`config.mk`:
```
export PLATFORM = sky130hd
export DESIGN_NAME = postfix_expression_evaluator
export DESIGN_NICKNAME = d
export VERILOG_FILES = /design/src/rtl/pee_pkg.sv /design/src/rtl/postfix_expression_evaluator.sv /design/src/rtl/pee_stack_ram.sv /design/src/rtl/pee_alu.sv
export SDC_FILE = /design/constraint.sdc
export NUM_CORES = 1
export LEC_CHECK = 0
export BUFFER_PORTS_ARGS = -buffer_cell sky130_fd_sc_hd__buf_4
export CAP_MARGIN = 20
export CELL_PAD_IN_SITES_DETAIL_PLACEMENT = 1
export CELL_PAD_IN_SITES_GLOBAL_PLACEMENT = 1
export CORE_ASPECT_RATIO = 1.25
export CORE_UTILIZATION = 55
export CTS_BUF_LIST = sky130_fd_sc_hd__clkbuf_4 sky130_fd_sc_hd__clkbuf_8 sky130_fd_sc_hd__clkbuf_16
export DETAILED_ROUTE_END_ITERATION = 8
export GPL_ROUTABILITY_DRIVEN = 0
export GPL_TIMING_DRIVEN = 0
export PLACE_DENSITY_LB_ADDON = 0.1
export SLEW_MARGIN = 25
export SYNTH_ARGS = -nofsm -noshare
export SYNTH_HDL_FRONTEND = slang
export SYNTH_SLANG_ARGS = --single-unit
```
`constraint.sdc`:
```
create_clock -name clk -period 13.1 [get_ports clk]
set_clock_uncertainty 0.15 [all_clocks]
set_input_delay 1.965 -clock clk [delete_from_list [all_inputs] [get_ports clk]]
set_output_delay 1.965 -clock clk [all_outputs]
set_load 0.005 [all_outputs]
```
`src/rtl/pee_pkg.sv`:
```
package pee_pkg;

  // Default sizing of the value stack
  localparam int DEF_STACK_DEPTH = 16;
  localparam int DEF_VALUE_WIDTH = 32;

  // Width of the value field on the result stream
  localparam int OUT_WIDTH = 32;

  // Input symbol codes
  localparam logic [7:0] SYM_ADD  = 8'h2B;
  localparam logic [7:0] SYM_SUB  = 8'h2D;
  localparam logic [7:0] SYM_MUL  = 8'h2A;
  localparam logic [7:0] SYM_DIV  = 8'h2F;
  localparam logic [7:0] SYM_ZERO = 8'h30;

  // Result status codes
  localparam logic [1:0] ST_OK        = 2'd0;
  localparam logic [1:0] ST_UNDERFLOW = 2'd1;
  localparam logic [1:0] ST_OVERFLOW  = 2'd2;
  localparam logic [1:0] ST_DIVZERO   = 2'd3;

  // Request to the serial multiply/divide unit
  typedef struct packed {
    logic start;
    logic is_div;
  } alu_req_t;

endpackage

```
`src/rtl/postfix_expression_evaluator.sv`:
```
// Postfix expression evaluator. Send one expression character per transfer on
// s_axis; mark the final character with tlast. A digit is any symbol other
// than + - * /. For + and - the left operand is read from the stack memory
// and the right operand is held in a top-of-stack register; * and / run in
// the bit-serial multiply/divide unit, and a divide by zero ends without it.
// After the final character the result is formed in a done state, which
// holds while the previous result still waits in the output register. The
// result leaves on m_axis as the 32-bit value with the status in tuser (0 ok,
// 1 underflow, 2 overflow, 3 division by zero); on error the value is 0. An
// error is sticky until the end of the expression, and the stack is emptied
// after each result.
module postfix_expression_evaluator #(
  parameter int STACK_DEPTH = pee_pkg::DEF_STACK_DEPTH,
  parameter int VALUE_WIDTH = pee_pkg::DEF_VALUE_WIDTH
) (
  input  logic                          clk,
  input  logic                          rst,
  input  logic                          s_axis_tvalid,
  output logic                          s_axis_tready,
  input  logic [7:0]                    s_axis_tdata,  // [7:0] symbol
  input  logic                          s_axis_tlast,  // last
  output logic                          m_axis_tvalid,
  input  logic                          m_axis_tready,
  output logic [pee_pkg::OUT_WIDTH-1:0] m_axis_tdata,  // [31:0] value
  output logic [1:0]                    m_axis_tuser   // [1:0] status
);

  localparam int IDX_W = $clog2(STACK_DEPTH);
  localparam int SP_W  = $clog2(STACK_DEPTH + 1);

  localparam logic [1:0] S_IDLE = 2'd0;
  localparam logic [1:0] S_OPND = 2'd1;
  localparam logic [1:0] S_ALU  = 2'd2;
  localparam logic [1:0] S_DONE = 2'd3;

  logic [1:0]             state;
  logic [SP_W-1:0]        sp;
  logic [1:0]             err;
  logic [VALUE_WIDTH-1:0] tos;
  logic [7:0]             op_sym;
  logic                   last_pend;

  logic                   accept;
  logic                   is_op;
  logic [8:0]             push9;
  logic [VALUE_WIDTH-1:0] push_val;
  logic                   push_en;
  logic [SP_W-1:0]        sp_m2;
  logic                   sp_full;
  logic                   sp_short;

  logic                   ram_we;
  logic [IDX_W-1:0]       ram_waddr;
  logic [VALUE_WIDTH-1:0] ram_wdata;
  logic                   ram_re;
  logic [VALUE_WIDTH-1:0] ram_rdata;

  pee_pkg::alu_req_t      alu_req;
  logic                   alu_done;
  logic [VALUE_WIDTH-1:0] alu_result;

  logic                   wb_en;
  logic [VALUE_WIDTH-1:0] wb_val;
  logic                   out_load;
  logic [1:0]             fin_status;

  // Decode the incoming symbol
  always_comb begin
    accept   = s_axis_tvalid && s_axis_tready;
    is_op    = s_axis_tdata inside {pee_pkg::SYM_ADD, pee_pkg::SYM_SUB,
                                    pee_pkg::SYM_MUL, pee_pkg::SYM_DIV};
    push9    = {1'b0, s_axis_tdata} - {1'b0, pee_pkg::SYM_ZERO};
    push_val = VALUE_WIDTH'($signed(push9));
    sp_m2    = sp - SP_W'(2);
    sp_full  = (sp == SP_W'(STACK_DEPTH));
    sp_short = (sp < SP_W'(2));
    push_en  = accept && (err == pee_pkg::ST_OK) && !is_op && !sp_full;
  end

  // Result write-back for operators: left operand from memory, right from tos
  always_comb begin
    wb_en  = 1'b0;
    wb_val = alu_result;
    if (state == S_OPND) begin
      if (op_sym == pee_pkg::SYM_ADD) begin
        wb_en  = 1'b1;
        wb_val = ram_rdata + tos;
      end else if (op_sym == pee_pkg::SYM_SUB) begin
        wb_en  = 1'b1;
        wb_val = ram_rdata - tos;
      end
    end else if (alu_done) begin
      wb_en = 1'b1;
    end
  end

  // Stack memory ports
  always_comb begin
    ram_we    = push_en || wb_en;
    ram_waddr = push_en ? sp[IDX_W-1:0] : sp_m2[IDX_W-1:0];
    ram_wdata = push_en ? push_val : wb_val;
    ram_re    = accept && (err == pee_pkg::ST_OK) && is_op && !sp_short;
  end

  // Start the serial unit for multiply, or divide by a nonzero value
  always_comb begin
    alu_req.is_div = (op_sym == pee_pkg::SYM_DIV);
    alu_req.start  = (state == S_OPND) &&
                     ((op_sym == pee_pkg::SYM_MUL) ||
                      ((op_sym == pee_pkg::SYM_DIV) && (tos != '0)));
  end

  // Final status and result slot
  always_comb begin
    s_axis_tready = (state == S_IDLE);
    out_load      = (state == S_DONE) && (!m_axis_tvalid || m_axis_tready);
    fin_status    = err;
    if ((err == pee_pkg::ST_OK) && (sp == '0)) begin
      fin_status = pee_pkg::ST_UNDERFLOW;
    end
  end

  pee_stack_ram #(
    .DEPTH (STACK_DEPTH),
    .WIDTH (VALUE_WIDTH),
    .IDX_W (IDX_W)
  ) u_stack (
    .clk     (clk),
    .wr_en   (ram_we),
    .wr_addr (ram_waddr),
    .wr_data (ram_wdata),
    .rd_en   (ram_re),
    .rd_addr (sp_m2[IDX_W-1:0]),
    .rd_data (ram_rdata)
  );

  pee_alu #(
    .WIDTH (VALUE_WIDTH)
  ) u_alu (
    .clk    (clk),
    .rst    (rst),
    .req    (alu_req),
    .opa    (ram_rdata),
    .opb    (tos),
    .done   (alu_done),
    .result (alu_result)
  );

  // Sequencer, stack pointer and sticky error
  always_ff @(posedge clk) begin
    if (rst) begin
      state     <= S_IDLE;
      sp        <= '0;
      err       <= pee_pkg::ST_OK;
      last_pend <= 1'b0;
    end else begin
      case (state)
        S_IDLE: begin
          if (accept) begin
            last_pend <= s_axis_tlast;
            op_sym    <= s_axis_tdata;
            if (s_axis_tlast) begin
              state <= S_DONE;
            end
            if (err == pee_pkg::ST_OK) begin
              if (is_op) begin
                if (sp_short) begin
                  err <= pee_pkg::ST_UNDERFLOW;
                end else begin
                  state <= S_OPND;
                end
              end else if (sp_full) begin
                err <= pee_pkg::ST_OVERFLOW;
              end else begin
                tos <= push_val;
                sp  <= sp + 1'b1;
              end
            end
          end
        end
        S_OPND: begin
          if (wb_en) begin
            tos   <= wb_val;
            sp    <= sp - 1'b1;
            state <= last_pend ? S_DONE : S_IDLE;
          end else if (alu_req.start) begin
            state <= S_ALU;
          end else begin
            // divide by zero
            err   <= pee_pkg::ST_DIVZERO;
            sp    <= sp_m2;
            state <= last_pend ? S_DONE : S_IDLE;
          end
        end
        S_ALU: begin
          if (alu_done) begin
            tos   <= wb_val;
            sp    <= sp - 1'b1;
            state <= last_pend ? S_DONE : S_IDLE;
          end
        end
        S_DONE: begin
          if (out_load) begin
            sp    <= '0;
            err   <= pee_pkg::ST_OK;
            state <= S_IDLE;
          end
        end
        default: begin
          state <= S_IDLE;
        end
      endcase
    end
  end

  // Output register: hold until the transfer completes
  always_ff @(posedge clk) begin
    if (rst) begin
      m_axis_tvalid <= 1'b0;
    end else if (out_load) begin
      m_axis_tvalid <= 1'b1;
    end else if (m_axis_tready) begin
      m_axis_tvalid <= 1'b0;
    end
  end

  always_ff @(posedge clk) begin
    if (out_load) begin
      m_axis_tuser <= fin_status;
      if (fin_status == pee_pkg::ST_OK) begin
        m_axis_tdata <= pee_pkg::OUT_WIDTH'($signed(tos));
      end else begin
        m_axis_tdata <= '0;
      end
    end
  end

  // The stack pointer never passes the stack depth
  assert property (@(posedge clk) disable iff (rst)
    sp <= SP_W'(STACK_DEPTH))
    else $error("stack pointer beyond depth");

  // The serial unit finishes only while the sequencer waits for it
  assert property (@(posedge clk) disable iff (rst)
    alu_done |-> (state == S_ALU))
    else $error("serial unit done outside its wait state");

  // An error result carries a zero value
  assert property (@(posedge clk) disable iff (rst)
    (m_axis_tvalid && (m_axis_tuser != pee_pkg::ST_OK)) |-> (m_axis_tdata == '0))
    else $error("nonzero value with error status");

  // A loaded result appears on the next cycle
  assert property (@(posedge clk) disable iff (rst)
    out_load |=> m_axis_tvalid)
    else $error("result not presented");

endmodule

```
`src/rtl/pee_stack_ram.sv`:
```
module pee_stack_ram #(
  parameter int DEPTH = pee_pkg::DEF_STACK_DEPTH,
  parameter int WIDTH = pee_pkg::DEF_VALUE_WIDTH,
  parameter int IDX_W = $clog2(DEPTH)
) (
  input  logic             clk,
  input  logic             wr_en,
  input  logic [IDX_W-1:0] wr_addr,
  input  logic [WIDTH-1:0] wr_data,
  input  logic             rd_en,
  input  logic [IDX_W-1:0] rd_addr,
  output logic [WIDTH-1:0] rd_data
);

  logic [WIDTH-1:0] mem [DEPTH];

  // One write port, one registered read port
  always_ff @(posedge clk) begin
    if (wr_en) begin
      mem[wr_addr] <= wr_data;
    end
    if (rd_en) begin
      rd_data <= mem[rd_addr];
    end
  end

endmodule

```
`src/rtl/pee_alu.sv`:
```
module pee_alu #(
  parameter int WIDTH = pee_pkg::DEF_VALUE_WIDTH
) (
  input  logic               clk,
  input  logic               rst,
  input  pee_pkg::alu_req_t  req,
  input  logic [WIDTH-1:0]   opa,
  input  logic [WIDTH-1:0]   opb,
  output logic               done,
  output logic [WIDTH-1:0]   result
);

  localparam int CNT_W = (WIDTH > 1) ? $clog2(WIDTH) : 1;

  logic             busy;
  logic             is_div;
  logic             neg;
  logic [CNT_W-1:0] cnt;
  logic [WIDTH:0]   acc;     // product accumulator or partial remainder
  logic [WIDTH-1:0] sreg;    // multiplier bits or dividend/quotient
  logic [WIDTH-1:0] oper;    // shifting multiplicand or divisor magnitude

  logic [WIDTH-1:0] mag_a;
  logic [WIDTH-1:0] mag_b;
  logic [WIDTH:0]   rem_sh;
  logic [WIDTH:0]   rem_sub;

  always_comb begin
    mag_a   = opa[WIDTH-1] ? (~opa + 1'b1) : opa;
    mag_b   = opb[WIDTH-1] ? (~opb + 1'b1) : opb;
    rem_sh  = {acc[WIDTH-1:0], sreg[WIDTH-1]};
    rem_sub = rem_sh - {1'b0, oper};
  end

  // One bit per cycle: shift-add multiply or restoring divide
  always_ff @(posedge clk) begin
    if (rst) begin
      busy <= 1'b0;
      done <= 1'b0;
      cnt  <= '0;
    end else begin
      done <= 1'b0;
      if (req.start) begin
        busy   <= 1'b1;
        cnt    <= '0;
        is_div <= req.is_div;
        neg    <= opa[WIDTH-1] ^ opb[WIDTH-1];
        acc    <= '0;
        sreg   <= req.is_div ? mag_a : opb;
        oper   <= req.is_div ? mag_b : opa;
      end else if (busy) begin
        if (is_div) begin
          if (!rem_sub[WIDTH]) begin
            acc  <= rem_sub;
            sreg <= {sreg[WIDTH-2:0], 1'b1};
          end else begin
            acc  <= rem_sh;
            sreg <= {sreg[WIDTH-2:0], 1'b0};
          end
        end else begin
          if (sreg[0]) begin
            acc <= {1'b0, acc[WIDTH-1:0] + oper};
          end
          sreg <= sreg >> 1;
          oper <= oper << 1;
        end
        cnt <= cnt + 1'b1;
        if (cnt == CNT_W'(WIDTH - 1)) begin
          busy <= 1'b0;
          done <= 1'b1;
        end
      end
    end
  end

  // Apply the quotient sign after the last step
  always_comb begin
    if (is_div) begin
      result = neg ? (~sreg + 1'b1) : sreg;
    end else begin
      result = acc[WIDTH-1:0];
    end
  end

endmodule
```
# Word-level counts from Yosys, hierarchy flattened
# Memory sizes are Yosys's and may differ from the RTL's. A register that Yosys moved wholly into a read port is not among the register bits.
# Cells that the tools add are included.
# totals
in_bits	13
n_memories	1
output_inout_bits	36
elab_cells	173
mem_bits_rw	512
regBits	190
# classes
muxes	70
addsub	12
magnitude_cmp	1
n_reduce_logical	40
n_bitwise	6
eq_ne	26
# mem_list
name	depth	width	rd	rd_clocked_by_memory_dff	write_ports	line_no	source
u_stack.mem	16	32	1	1	1	pee_stack_ram.sv:15	logic [WIDTH-1:0] mem [DEPTH];
# ops
cell	count
2-to-1 mux 32 bit	26
adder 32 x 1 -> 32 bit, second input constant	3
inverter 32 bit	3
case mux 32 bit (3 select lines)	1
adder 32 bit	2
== test 8 x 6 -> 1 bit, second input constant	8
2-to-1 mux 5 bit	8
2-to-1 mux 2 bit	18
subtractor 33 x 32 -> 33 bit	1
nonzero test 32 bit	1
subtractor 32 bit	1
case mux 5 bit (4 select lines)	1
AND reduction 8 bit	2
inequality test 2 bit, second input constant	7
2-to-1 mux 1 bit	13
AND reduction 3 bit	4
adder 5 x 1 -> 5 bit, second input constant	2
== test 5 bit, second input constant	2
logical AND 1 bit	10
nonzero test 3 bit	3
subtractor 8 x 6 -> 9 bit, second input constant	1
case mux 2 bit (4 select lines)	1
AND reduction 7 bit	1
zero test 2 bit	3
other kinds (21)	33

# Logic depth before layout (Yosys ltp)
# logic_depth
depth_word	9
depth_mapped	16

# Cells and area by module
# From an unflattened synthesis, not the netlist that was laid out.
# unflattened
cells_unflattened	3170
area_unflattened_um2	39329.0
# by_module_without_submodules
module	area_per_inst_um2	cells_per_inst	instances
pee_stack_ram	20155.6	838	1
pee_alu	11164.5	1344	1
postfix_expression_evaluator	8008.9	988	1

# Least setup slack after synthesis
# Ideal clock, no wire load.
# synth_path
kind	input to register
startpoint	input s_axis_tdata[4]
endpoint	register tos[0] (enable)
required_ns	12.449
arrival_ns	6.039
path_slack_ns	6.409
cell_stages	9
cell_sequence	inv_1 ha_1 nand2_1 nor4_1 a31oi_1 nand2_1 a21oi_1 nand2_1 nor4_1
# synth_between
elab_chain_cells	4
word_cells_on_any_way	7
# synth_rtl
element	line_no	source
from (decl)	postfix_expression_evaluator.sv:20	input logic [7:0] s_axis_tdata,
== test 8 x 6 -> 1 bit	postfix_expression_evaluator.sv:70	is_op = s_axis_tdata inside {pee_pkg::SYM_ADD, pee_pkg::SYM_SUB,
nonzero test 4 bit (*)	postfix_expression_evaluator.sv:70	
inequality test 2 bit (no source line) (*)	-	
AND reduction 8 bit (no source line) (*)	-	
to (signal assigned)	postfix_expression_evaluator.sv:175	tos <= push_val;
to (signal assigned)	postfix_expression_evaluator.sv:183	tos <= wb_val;
to (signal assigned)	postfix_expression_evaluator.sv:197	tos <= wb_val;
to (decl)	postfix_expression_evaluator.sv:39	logic [VALUE_WIDTH-1:0] tos;
# Every way passes the cells marked *; elsewhere a longest branch is shown, timed or not.
# A chain may end at the register's enable or synchronous reset.

# Worst setup path after layout
# layout_path
startpoint	register sp[0]
endpoint	memory u_stack.mem[14][7] (netlist name) (enable)
# layout_between
elab_chain_cells	6
word_cells_on_any_way	8
# layout_rtl
element	line_no	source
from (decl)	postfix_expression_evaluator.sv:37	logic [SP_W-1:0] sp;
from (signal assigned)	postfix_expression_evaluator.sv:176	sp <= sp + 1'b1;
from (signal assigned)	postfix_expression_evaluator.sv:184	sp <= sp - 1'b1;
from (signal assigned)	postfix_expression_evaluator.sv:191	sp <= sp_m2;
== test 5 bit	postfix_expression_evaluator.sv:75	sp_full = (sp == SP_W'(STACK_DEPTH));
zero test 1 bit	postfix_expression_evaluator.sv:77	push_en = accept && (err == pee_pkg::ST_OK) && !is_op && !sp_full;
logical AND 1 bit	postfix_expression_evaluator.sv:77	
logical OR 1 bit	postfix_expression_evaluator.sv:99	ram_we = push_en || wb_en;
2-to-1 mux 1 bit	pee_stack_ram.sv:19	if (wr_en) begin
2-to-1 mux 1 bit (not written as such)	pee_stack_ram.sv:20	mem[wr_addr] <= wr_data;
to (decl)	pee_stack_ram.sv:15	
# Several ways; a longest one is shown, not always the timed one.

==> flow_summary.yaml <==
timing:
  maxSlewHeadroom_pct: 20.4
  tightest_slew_ns: 1.18
  finalSetupViolations: 0
  fin_crit_ns: 6.07
  setup_tns_ns: 0
  rsz0062_at_grt: "no"
  final_hold_viol_count: 0
  drv_slew: 0
  finalCritPeriodShare_pct: 46.3
  timing.fmax_ghz: 0.165
floorplan:
  pin_count: 49
  die_y_um: 301
  start_util_pct: 55.7
  die-area_mm2: 0.0728
  coreArea_mm2: 0.0709
  dieWidth_um: 242
  fp-row-count: 109
power_and_ir_drop:
  pwr-share-comb_pct: 33.2
  p_per_area_mw_per_mm2: 186
  switching_power_w: 0.00291
  power_frac_clock_pct: 26.4
  switching_share_pct: 35.3
  p_int_w: 0.00534
  power_frac_seq_pct: 40.4
  p_total_w: 0.00825
  peakVddDrop_mv: 0.178
  total_leakage_power_nw: 15.4
worst_setup_path:
  reg2reg_to: "u_stack.mem[14][7]$_DFFE_PP_"
  rrSetupSlack_ns: 7.03
  cp_data_required_time_ns: 13.28
  ff2ff_path_depth: 13
  worstPathArrival_ns: 6.25
  critPathCaptureType: "register"
  criticalPathCategory: "register to register"
  cp_max_fo: 19
  startpoint: "sp[0]$_SDFFE_PP0P_"
  start_kind: "register"
  endpoint: "u_stack.mem[14][7]$_DFFE_PP_"
  reg2reg_from: "sp[0]$_SDFFE_PP0P_"
synth:
  netlist_area_mm2: 0.0395
  synth_cells: 3165
  synth_common_cells: "edfxtp_1, a21oi_1, nor2_1"
  ys_async_sr_fraction_pct: 0
  seq_area_frac_synth_pct: 55.4
  yosysTopAreaCellShare_pct: 54.5
  ys_warn_count: 0
  yosys-top-cells-area: "edfxtp_1, mux4_2, ha_1"
  synth_area_leader_cell: "edfxtp_1"
  synth_edf_count: 716
  mappedNetlistNets: 3324
  ys_ff_latch: 734
  ys_types: 86
  syn_area_per_cell_um2: 12.5
  synth_flop_cell: "edfxtp_1"
  synth.most_common_cell: "edfxtp_1"
clock_network:
  cts-resized-gates: 0
  max-clock-path-buffers: 3
  clkSlewWorstSetupHoldPaths_ns: 0.07
  insertion_delay_ns: 0.65
  cts_setup_buffers: 0
  cts_hold_buffers: 0
  cts_tree: "yes"
  htree_levels: 3
  cts_buffers: 72
  cts-root-buf: "clkbuf_16"
  clock_sinks: 734
layout:
  n_fill_cell: 6988
  drive_gt1_share_pct: 14.5
  nets: 3489
  stdcell_count: 4329
  area_growth_pct: 12.7
job:
  max_cap_viol_count: 0
global_routing:
  grt_usage_pct: 38.1
  grt_overflow: 0
  grt_pass1_wl_mm: 201
  grt_max_degree: 29
  antenna_found_initial: 3
  grt_pass1_vias: 31071
route:
  via_per_inst: 6.77
  antenna_left: 0
  drt_iter0_markers: 2470
  routed_wl_mm: 139
  num_vias: 29315
  firstDrtPassIters: 5
  route.detailed.drc: 0
  wire_per_inst_um: 32.1
placed_design:
  dp_hpwl_mm: 101
  port_buffers: 47
  place_inst: 4197
status:
  status: "finished clean"
min_path:
  hold_path.class: "register to register"
## per-stage QoR
stage	hold WS [ns]	setup WS [ns]	instance area [um2]	utilization (%)
2_1_floorplan	0.296	6.41	39500	-
3_3_place_gp	0.312	2.99	41000	57.8
3_5_place_dp	0.329	6.77	41900	59.1
4_1_cts	0.339	7.22	44300	62.5
5_1_grt	0.360	6.93	44500	62.7
6_report	0.342	7.03	44500	62.7
## worst max-delay path: stages (launching register included)
cell      delay [ns]
dfxtp_1         0.55
clkbuf_1        0.46
buf_2           0.56
clkbuf_1        0.46
inv_1           0.21
ha_1            0.25
a31oi_1         0.30
and4_1          0.32
clkbuf_1        0.76
nand2_1         0.14
o41ai_1         0.17
a21oi_1         0.42
nor2_4          0.70
buf_12          0.27
## worst min-delay path by stage
| stage | slack [ns] | cells past startpoint | endpoint | from |
|---|---|---|---|---|
| finish | 0.34 | 2 | last_pend$_SDFFE_PP0P_ | last_pend$_SDFFE_PP0P_ |
| global route | 0.36 | 2 | last_pend$_SDFFE_PP0P_ | last_pend$_SDFFE_PP0P_ |
| CTS | 0.34 | 2 | last_pend$_SDFFE_PP0P_ | last_pend$_SDFFE_PP0P_ |
| detailed placement | 0.33 | 2 | last_pend$_SDFFE_PP0P_ | last_pend$_SDFFE_PP0P_ |
| global placement | 0.31 | 2 | last_pend$_SDFFE_PP0P_ | last_pend$_SDFFE_PP0P_ |
| floorplan | 0.30 | 2 | last_pend$_SDFFE_PP0P_ | last_pend$_SDFFE_PP0P_ |
## power groups by stage
stage               clock network, W  registers [W]  logic, W
global route                 0.00226        0.00334   0.00286
detailed placement                 0        0.00336   0.00258
CTS                          0.00219        0.00333   0.00264
finish                       0.00218        0.00333   0.00274
global placement                   0        0.00336   0.00232
floorplan                          0        0.00328   0.00164
## registers in the layout, summed over array words and instances, names as in the netlist, 5 cells and up
name             flops
m_axis_tdata        32
op_sym               8
sp                   5
tos                 32
u_alu.acc           32
u_alu.cnt            5
u_alu.oper          32
u_alu.sreg          32
u_stack.mem        512
u_stack.rd_data     32
## cells by family (layout without fill, tap and decap cells)
logic type / Yosys count / in the layout / synth area share, %
AO/OA/AOI/OAI: 855 / 855 / 13.9
flip-flops: 734 / 734 / 55.4
adder cells (fa/ha/maj): 146 / 146 / 4.70
buffers and inverters: 329 / 549 / 3.17
AND/OR/NAND/NOR: 728 / 728 / 8.72
multiplexers: 221 / 221 / 10.7
XOR/XNOR: 152 / 152 / 3.37
other: 0 / 1 / 0
## metal layers
metal	global-route usage (%)	vias up	share of wire (%)	routed length, um
li1	-	12574	-	-
met2	68.1	1481	52	71500
met4	30.9	4	8.8	12200
met5	0	-	0.020	28
met3	4.72	549	5.9	8130
met1	40.6	14707	34	46900
## cell type report
class	instances	area, um2	area share (%)
clock buffer	89	1980	4.45
inverter	145	544	1.22
buffer	184	731	1.64
timing repair buffer	91	1070	2.42
multi-input combinational	2102	16600	37.4
antenna	1	2.50	0.00563
tap	943	1180	2.65
clock inverter	40	465	1.05
sequential	734	21900	49.2
## layout by cell type, fill, tap and decap left out, types with 19 or more instances in the layout
master and count:
o22ai_1 19, buf_2 27, o31ai_1 34, buf_4 52, and3_1 44, nand2b_1 24, o21bai_1 24, clkbuf_16 74
a211oi_1 51, xnor2_1 79, mux2i_1 52, a21o_1 45, edfxtp_1 716, clkbuf_1 146, nor2_1 219, nand4_1 23
o211ai_1 34, nor2_4 19, buf_12 20, nor2b_1 23, o21ai_0 179, nor3_1 34, xor2_1 73, inv_1 144
a31oi_1 26, a21oi_1 245, nand3_1 36, o41ai_1 24, nand2_1 205, ha_1 142, mux4_2 160
(Power assumes the default switching activity.)
